`src/hw/rtl/matrix_multiply_transposed_assert.svh`:
```
// assertion macros for the matrix multiply rtl
`ifndef MATRIX_MULTIPLY_TRANSPOSED_ASSERT_SVH
`define MATRIX_MULTIPLY_TRANSPOSED_ASSERT_SVH

// same-cycle implication, checked only out of reset
`define MMT_ASSERT_NOW(label, ante, cons, msg) \
    label: assert property (@(posedge clk) disable iff (!rst_n) (ante) |-> (cons)) \
        else $error(msg);

// next-cycle implication, checked only out of reset
`define MMT_ASSERT_NEXT(label, ante, cons, msg) \
    label: assert property (@(posedge clk) disable iff (!rst_n) (ante) |=> (cons)) \
        else $error(msg);

`endif

```
`src/hw/rtl/mmt_ram.sv`:
```
// generic single-write, single-read ram with registered read data
`timescale 1ns / 1ps

module mmt_ram #(
    parameter int WIDTH = 32,
    parameter int DEPTH = 64
) (
    input  logic                                    clk,
    input  logic                                    we,
    input  logic [((DEPTH > 1) ? $clog2(DEPTH) : 1)-1:0] waddr,
    input  logic [WIDTH-1:0]                        wdata,
    input  logic                                    re,
    input  logic [((DEPTH > 1) ? $clog2(DEPTH) : 1)-1:0] raddr,
    output logic [WIDTH-1:0]                        rdata
);

    logic [WIDTH-1:0] mem [DEPTH];

    always_ff @(posedge clk)
    begin
        if (we)
        begin
            mem[waddr] <= wdata;
        end
        if (re)
        begin
            rdata <= mem[raddr];
        end
    end

endmodule

```
`config.mk`:
```
export PLATFORM = sky130hd
export DESIGN_NAME = mmt_ram
export DESIGN_NICKNAME = d
export VERILOG_FILES = /design/src/hw/rtl/matrix_multiply_transposed_assert.svh /design/src/hw/rtl/mmt_ram.sv
export SDC_FILE = /design/constraint.sdc
export NUM_CORES = 2
export LEC_CHECK = 0
export BUFFER_PORTS_ARGS = -buffer_cell sky130_fd_sc_hd__buf_4
export CORE_MARGIN = 3
export CORE_UTILIZATION = 52
export DETAILED_ROUTE_END_ITERATION = 12
export GPL_TIMING_DRIVEN = 0
export PLACE_DENSITY = 0.66
export SETUP_SLACK_MARGIN = 0.3
export SLEW_MARGIN = 10
export SYNTH_ARGS = -nofsm -noshare
export SYNTH_HDL_FRONTEND = slang
export SYNTH_SLANG_ARGS = --single-unit
```
`constraint.sdc`:
```
create_clock -name clk -period 4.3 [get_ports clk]
set_clock_uncertainty 0.15 [all_clocks]
set_input_delay 0.215 -clock clk [delete_from_list [all_inputs] [get_ports clk]]
set_output_delay 0.215 -clock clk [all_outputs]
set_load 0.05 [all_outputs]
```
==> results.cfg <==
[layout]
layout.nets = 3789
area_growth_pct = 15.6
final_cell_area_sq_um = 91100
nFillCells = 10200
fin_util_pct = 60.7
drive_above_1_share_pct = 29.3

[logic_synthesis]
ys_seq_area_share_pct = 79.2
syn_nets = 3371
synth.top_cell.area_share_pct = 79.2
ys_ff_latch = 2080
yosys.area.top_type = edfxtp_1
yosys_warnings = 0
synthCells = 3324
synth_area_leaders = edfxtp_1, mux4_2, mux2i_1, o22ai_1, nor2_1
synth_common_cells = edfxtp_1, mux4_2, nor2_1
postSynth.asyncResetShare_pct = 0
synth.most_common_cell = edfxtp_1
yosys_most_used_dff = edfxtp_1
synth_area_sq_um = 78800
synth_edf_count = 2080
synth.avg_cell_area_sq_um = 23.7
post_synth_num_cell_types = 33

[critical_path]
worstPathRequired_ps = 4650
crit_path_end_kind = flop
reg2regPathDepth = 4
criticalPathCategory = in -> reg
rrSetupSlack_ps = 1280
worstPathMaxFanout = 10
worst-endpoint-arrival_ps = 4200
start_kind = input pin

[timing]
report.final.slew_viol_count = 0
fin_hold_ws_ps = 50.7
rsz0062_at_grt = false
relSlewSlack_pct = 7.05
fin_tns_setup_ps = 0
period_share_pct = 89.6
tightestPinTransition_ps = 1390
period_needed_ps = 3850
fmax_mhz = 259
setup_violations = 0
finalHoldViolCount = 0

[min_path]
worstHoldPathCells = 3
hp-class = in -> reg

[clock_tree]
post_cts_buffers = 0
clk_latency_ps = 840
clock-sinks = 2080
cts_tree = built
cts.path.max_buffers = 3
cts_max_level = 4
clk_pin_slew_ps = 60
cts_buffers = 203
root_buffer = clkbuf_16

[pwr]
cellLeakagePower_nw = 28.3
total_power_mw = 41.8
power.density_nw_per_um2 = 459
max-vdd-ir-drop_v = 0.000358

[place]
dpl_cell_area_sq_um = 84600
gp_congestion = 0.912
port_buffers = 70
dp_hpwl_mm = 153

[global_route]
grt_max_degree = 65
grt_pass1_wl_mm = 323
antenna_found_initial = 20
grt_pass1_vias = 39400
grt_util_all_layers_pct = 30.6
overflow = 0

[detailed_routing]
vias = 40200
wl_per_cell_um = 40.0
drc = 0
routed_wl_mm = 237
ant_nets = 0
drtIter0Drc = 6864
via_per_inst = 6.79
first_pass_iters = 7

[floorplan]
row_count = 142
core_area_sq_um = 150000
die_h_um = 395
io_pins = 79
dieArea_sq_um = 156000
die_w_um = 395
start_util_pct = 52.5

[job]
drv_cap = 0

[status]
outcome = completed
==> worst max-delay path, cell delays in order <==
cell      delay [ps]
buf_2            400
buf_2            420
clkbuf_1        1010
mux4_2           480
mux4_2           500
o22ai_1          920
nor2_1           200
==> power breakdown <==
part | internal, mW | leakage [nW] | switching, mW | total [mW]
registers | 22.5 | 18.7 | 0.0430 | 22.5
logic | 0.805 | 6.60 | 1.69 | 2.49
clock network | 9.32 | 3.00 | 7.45 | 16.8
==> kinds of logic after synthesis <==
family	Yosys count	share of synthesized area [%]
buffers and inverters	182	1.12
and+or+nand+nor	223	1.26
AOI/OAI and AO/OA	202	1.67
DFF	2080	79.2
muxes	637	16.7
==> layout by cell type, fill, tap and decap left out, drive strengths merged, types with 2 or more instances in the layout <==
cell type / count
clkbuf: 327
a21oi: 62
nand2b: 8
a22oi: 12
nor2: 137
o32ai: 4
clkinv: 89
dlygate4sd3: 36
nand3b: 5
clkinvlp: 2
mux4: 544
nor3: 7
a311oi: 8
nor2b: 15
a41o: 4
buf: 285
mux2i: 93
nand4: 2
nand2: 26
o22ai: 84
and3: 4
edfxtp: 2080
or3b: 5
and2: 2
or3: 3
bufinv: 9
diode: 11
or2: 3
o221ai: 27
nand3: 5
inv: 4
==> stage by stage <==
stage,instances,worst slack (ps)
finish,5921,445
global route,5912,440
CTS,5910,532
detailed placement,5517,-342
global placement,5410,-3140
floorplan,3324,775
==> layout make-up <==
class	count	area, sq um	share of cell area (%)
timing repair buffer	213	3100	3.40
buffer	182	895	0.982
tap	2016	2520	2.77
clock inverter	104	820	0.899
multi-input combinational	1062	16000	17.5
antenna	11	27.5	0.0302
sequential	2080	62500	68.5
clock buffer	253	5350	5.87
==> repair_timing <==
| action | in CTS | in global routing |
|---|---|---|
| hold buffers | 36 | 0 |
| endpoints found under the hold margin | 2088 | 0 |
| gates resized for setup | 0 | 0 |
==> registers in the layout, summed over array words and instances (netlist names) <==
register  count
mem        2048
rdata        32
==> worst paths after layout <==
kind | start | to
min reg2reg | mem[63][11] | rdata[11]
max reg2reg | mem[18][22] | rdata[22]
max | raddr[1] | rdata[9]
min | waddr[0] | mem[51][3]
==> per-layer routing <==
| metal | track usage, % | wire (um) |
|---|---|---|
| met1 | 42.5 | 85500 |
| met2 | 46.1 | 109000 |
| met3 | 7.95 | 29600 |
| met4 | 14.0 | 13100 |
| met5 | 0 | 89 |
No activity file was read; power rests on OpenSTA's default activity.
