### config.mk
export PLATFORM = sky130hd
export DESIGN_NAME = mmt_mac
export DESIGN_NICKNAME = d
export VERILOG_FILES = /design/src/hw/rtl/matrix_multiply_transposed_assert.svh /design/src/hw/rtl/mmt_pkg.sv /design/src/hw/rtl/mmt_mac.sv
export SDC_FILE = /design/constraint.sdc
export NUM_CORES = 2
export LEC_CHECK = 0
export BUFFER_PORTS_ARGS = -buffer_cell sky130_fd_sc_hd__buf_4
export CORE_ASPECT_RATIO = 2
export CORE_MARGIN = 1
export CORE_UTILIZATION = 30
export DETAILED_ROUTE_END_ITERATION = 8
export GPL_TIMING_DRIVEN = 0
export HOLD_SLACK_MARGIN = 0.12
export PLACE_DENSITY = 0.54
export SETUP_SLACK_MARGIN = 0.2
export SLEW_MARGIN = 30
export SYNTH_ARGS = -nofsm -noshare
export SYNTH_HDL_FRONTEND = slang
export SYNTH_SLANG_ARGS = --single-unit
### constraint.sdc
create_clock -name clk -period 11.9 [get_ports clk]
set_clock_uncertainty 0.2 [all_clocks]
set_input_delay 1.785 -clock clk [delete_from_list [all_inputs] [get_ports clk]]
set_output_delay 1.785 -clock clk [all_outputs]
set_load 0.1 [all_outputs]
### src/hw/rtl/matrix_multiply_transposed_assert.svh
// assertion macros for the matrix multiply rtl
`ifndef MATRIX_MULTIPLY_TRANSPOSED_ASSERT_SVH
`define MATRIX_MULTIPLY_TRANSPOSED_ASSERT_SVH

// same-cycle implication, checked only out of reset
`define MMT_ASSERT_NOW(label, ante, cons, msg) \
    label: assert property (@(posedge clk) disable iff (!rst_n) (ante) |-> (cons)) \
        else $error(msg);

// next-cycle implication, checked only out of reset
`define MMT_ASSERT_NEXT(label, ante, cons, msg) \
    label: assert property (@(posedge clk) disable iff (!rst_n) (ante) |=> (cons)) \
        else $error(msg);

`endif

### src/hw/rtl/mmt_pkg.sv
// types and constants for the matrix multiply block
`timescale 1ns / 1ps

package mmt_pkg;

    localparam int CNT_W = 4;
    localparam int IDX_W = 3;
    localparam int ELEM_W = 32;
    localparam int ACC_W = 64;

    localparam logic signed [ACC_W-1:0] ACC_MAX = {1'b0, {(ACC_W-1){1'b1}}};
    localparam logic signed [ACC_W-1:0] ACC_MIN = {1'b1, {(ACC_W-1){1'b0}}};

    typedef enum logic [1:0] {
        REQ_LOAD_A  = 2'd0,
        REQ_LOAD_B  = 2'd1,
        REQ_COMPUTE = 2'd2
    } req_t;

    typedef enum logic [1:0] {
        CFG_ROW_COUNT   = 2'd0,
        CFG_COL_COUNT   = 2'd1,
        CFG_DEPTH_COUNT = 2'd2
    } cfg_idx_t;

    typedef enum logic [1:0] {
        ST_IDLE,
        ST_ISSUE,
        ST_DRAIN
    } state_t;

    typedef struct packed {
        req_t                     req_type;
        logic [IDX_W-1:0]         row_index;
        logic [IDX_W-1:0]         depth_index;
        logic signed [ELEM_W-1:0] element_value;
    } in_item_t;

    typedef struct packed {
        logic [IDX_W-1:0]        out_row;
        logic [IDX_W-1:0]        out_col;
        logic signed [ACC_W-1:0] product_value;
        logic                    last_item;
    } out_item_t;

    // tag that travels with each pair of elements through the mac
    typedef struct packed {
        logic valid;
        logic first;
        logic last;
    } mac_ctl_t;

endpackage

### src/hw/rtl/mmt_mac.sv
// two-stage multiply and saturating accumulate
`timescale 1ns / 1ps

module mmt_mac
    import mmt_pkg::*;
(
    input  logic                     clk,
    input  logic                     rst_n,
    input  mac_ctl_t                 ctl,
    input  logic signed [ELEM_W-1:0] a_val,
    input  logic signed [ELEM_W-1:0] b_val,
    output logic signed [ACC_W-1:0]  acc,
    output logic                     done
);

    mac_ctl_t                ctl_reg;
    logic signed [ACC_W-1:0] prod_reg;
    logic signed [ACC_W-1:0] acc_reg;
    logic signed [ACC_W-1:0] acc_next;
    logic signed [ACC_W-1:0] base;
    logic signed [ACC_W-1:0] sum;
    logic                    done_reg;
    logic                    ovf;

    always_ff @(posedge clk or negedge rst_n)
    begin
        if (!rst_n)
        begin
            ctl_reg  <= '0;
            done_reg <= 1'b0;
        end
        else
        begin
            ctl_reg  <= ctl;
            done_reg <= ctl_reg.valid & ctl_reg.last;
        end
    end

    always_ff @(posedge clk)
    begin
        prod_reg <= a_val * b_val;
        if (ctl_reg.valid)
        begin
            acc_reg <= acc_next;
        end
    end

    // same signs in, different sign out means overflow
    always_comb
    begin
        base     = ctl_reg.first ? '0 : acc_reg;
        sum      = base + prod_reg;
        ovf      = (base[ACC_W-1] == prod_reg[ACC_W-1]) && (sum[ACC_W-1] != base[ACC_W-1]);
        acc_next = ovf ? (base[ACC_W-1] ? ACC_MIN : ACC_MAX) : sum;
    end

    assign acc  = acc_reg;
    assign done = done_reg;

endmodule

==> impl_summary.txt <==
----------------------------------------------------
[Outcome]
  Status ... finished, final reports clean

[Place]
  HPWL after detailed placement ... 161800 um
  Count of input and output buffers ... 133
  RD Place Congestion ... 1.121

[Floorplan]
  Die area ... 147600 sq um
  Die W ... 272.1 um
  Initial core utilization ... 0.3031
  Height of the chip ... 542.3 um
  Row count ... 197
  Core Area ... 144400 sq um
  I/O Pins ... 134

[Setup path]
  Type of destination of the critical path ... flip-flop
  Largest delay share family, worst path ... adder cells
  Critical-path cell with the highest stage delay ... fa_1
  Kind of start point of the critical path ... input port
  Worst path most repeated cell ... fa_1
  CP Data Required Time ... 11990 ps
  Highest net fanout along the worst path ... 10
  Worst setup path category ... in -> reg
  Crit-path max cell delay ... 840 ps
  Crit path buf inv count ... 6
  Arrival time of data at the critical path endpoint ... 11450 ps

[Global route]
  Pin count of the biggest net entering global routing ... 47
  Residual overflow from global routing ... 0
  First-pass GRT wire length ... 277700 um
  Global-route total usage across every layer ... 0.2759
  Number of antenna violations at the first check in global routing ... 45
  Via count of the first global-routing pass ... 38340

[Yosys]
  Part of the Yosys area used for sequential elements ... 0.07545
  Largest family of logic cells by synthesized area ... adder cells
  Synth Area in XOR/XNOR ... 0.02581
  Fraction of the mapped netlist area in compound gates ... 0.06733
  Nets in the synthesized netlist ... 6059
  Number of unique standard cell types used by synthesis ... 68
  Cell Area, Synth ... 43780 sq um
  Yosys synthesis warning count ... 0
  Mean instance size in the synthesized netlist ... 9.395 sq um
  Flip-flop cell with the highest count after synthesis ... edfxtp_1
  Multiplexer fraction of the synthesized cell area ... 0.0002286
  Synthesized netlist cell count ... 4660
  Simple-gate share of the synthesized area ... 0.1588
  EDFF count, synth ... 64
  Adder and majority cell fraction of the synthesized area ... 0.5660
  Proportion of register bits with asynchronous set or reset after synthesis ... 0.03030
  Flip-flop and latch count after synthesis ... 132

[Drt]
  DRC violation count after routing ... 0
  Detailed-route vias per instance ... 5.131
  Drt wl/cell ... 29.48 um
  ANT nets after route ... 0
  WL final ... 198700 um
  Total vias in the final route ... 34580
  Number of optimization iterations in the first detailed-route pass ... 7
  Detailed Route Iter0 Violations ... 2253

[CTS]
  Clock Tree Root ... clkbuf_16
  Num CTS Buffers ... 17
  Number of levels in the clock H-tree ... 4
  Skew-Pair Late Insertion Delay ... 440 ps
  Clock transition time at the flip-flop clock pins of the worst setup and hold paths ... 70 ps
  CTS tree ... yes
  Buffer levels on the longest clock path ... 2
  Hold_buf cts ... 0
  Total number of clock tree sinks ... 132

[STA]
  Pins Over Slew Limit ... 0
  Setup_tns ... 0 ps
  Worst-Margin Slew ... 1208 ps
  Fmax ... 87.96 MHz
  RSZ-0062 raised after global routing ... false
  Final critical-path required period ... 11370 ps
  Final worst-path cycle share ... 0.9553
  Relative slew slack ... 0.1943
  Final number of hold-violating endpoints ... 0
  Final setup fails ... 0

[Cells and area]
  Relative area change from synthesis to final layout ... 9.496%
  Most frequent standard cell in the layout excluding fill and tap cells ... fa_1
  Nets ... 6215
  Commonest cells after routing, fill and taps aside ... 1079 x fa_1, 993 x inv_1, 539 x nand2_1, 524 x and2_1, 247 x ha_1
  Fraction of final layout cells sized beyond drive strength 1 ... 0.05343

[Run]
  Max capacitance violation total ... 0

[Hold path]
  Tightest Hold Check Type ... reg -> reg

----------------------------------------------------
-- per-stage QoR --
step / setup slack [ps] / instance area [sq um] / hold WS [ps] / std cells / utilization
final: 531.8 / 47940 / 265.6 / 6740 / 0.3319
after global routing: 240.2 / 47890 / 307.6 / 6721 / 0.3316
after CTS: 509.1 / 47860 / 272.3 / 6719 / 0.3313
after detailed placement: -337.4 / 47280 / 254.7 / 6687 / 0.3273
after global placement: -365.2 / 47150 / 233.8 / 6683 / 0.3264
after floorplan: 2498 / 43780 / 227.7 / 4660 / -
-- cells in the mapped netlist (3+ instances only) --
master	n	area (sq um)
buf_2	12	60.06
nand2_1	540	2027
and4_1	4	35.03
nand2b_1	26	162.7
nor4_1	4	25.02
ha_1	247	3090
o31ai_1	14	105.1
o21bai_1	25	187.7
o2111ai_1	3	26.28
nand3_1	25	125.1
and3_1	21	131.4
xor2_1	50	437.9
nand4_1	23	143.9
nor3_1	21	105.1
a41oi_1	6	52.55
edfxtp_1	64	1922
o211ai_1	7	52.55
a31o_2	3	26.28
and2_1	524	3278
a31oi_1	14	87.58
nor2b_1	78	488.0
o22ai_1	3	18.77
a21o_1	65	488.0
inv_1	994	3731
o21ai_1	4	20.02
a211oi_1	8	60.06
xnor2_1	79	691.9
nand3b_1	3	22.52
fa_1	1083	21680
a311oi_1	3	26.28
or2_2	5	31.28
nor2_1	75	281.5
or3_1	7	43.79
dfrtp_1	4	100.1
a21oi_1	140	700.7
dfxtp_1	64	1281
a2111oi_0	4	35.03
o21ai_0	129	645.6
clkbuf_1	228	855.8
o21a_1	14	105.1
-- final timing paths --
check / start / end / slack (ps) / cells past startpoint
hold / removal: ctl_reg[0] / done / 270 / 1
max in group asynchronous: rst_n / ctl_reg[2] / 10440 / 1
setup / recovery: b_val[31] / prod_reg[63] / 530 / 27
hold reg to reg: ctl_reg[0] / done / 270 / 1
setup reg to reg: ctl_reg[1] / acc[20] / 6300 / 18
min in group asynchronous: rst_n / ctl_reg[0] / 940 / 1
-- per-layer routing --
layer,global-route usage,vias up,part of all wire
met2,0.5019,1633,0.52
met1,0.2508,17930,0.30
met5,0,-,0.00083
li1,-,14230,-
met4,0.2627,26,0.12
met3,0.05785,765,0.065
-- area by class of cell --
type | count | area (sq um)
plain buffers | 242 | 989.7
diodes | 21 | 52.55
multi-input cells | 3291 | 35840
clock buffers | 22 | 485.5
inverters | 995 | 3739
fillers | 15290 | 96500
clock inverters | 10 | 93.84
flip-flops and latches | 132 | 3307
repair buffers | 137 | 1064
well taps | 1890 | 2365
-- kinds of logic (layout without fill, tap and decap cells) --
| family | Yosys count | in the layout |
|---|---|---|
| other | 0 | 21 |
| AOI/OAI and AO/OA | 468 | 468 |
| muxes | 1 | 1 |
| buffers and inverters | 1237 | 1406 |
| adders and majority gates | 1331 | 1331 |
| and+or+nand+nor | 1362 | 1362 |
| xor gates and xnor gates | 129 | 129 |
| DFF | 132 | 132 |
-- repair_timing --
action	in CTS	in global routing
setup buffers	0	0
endpoints found under the hold margin	0	0
endpoints found under the setup margin	1	6
gates resized for setup	1	9
Power is not shown: default switching activity piles up to over one toggle a cycle in this logic, so the estimate is an artifact.
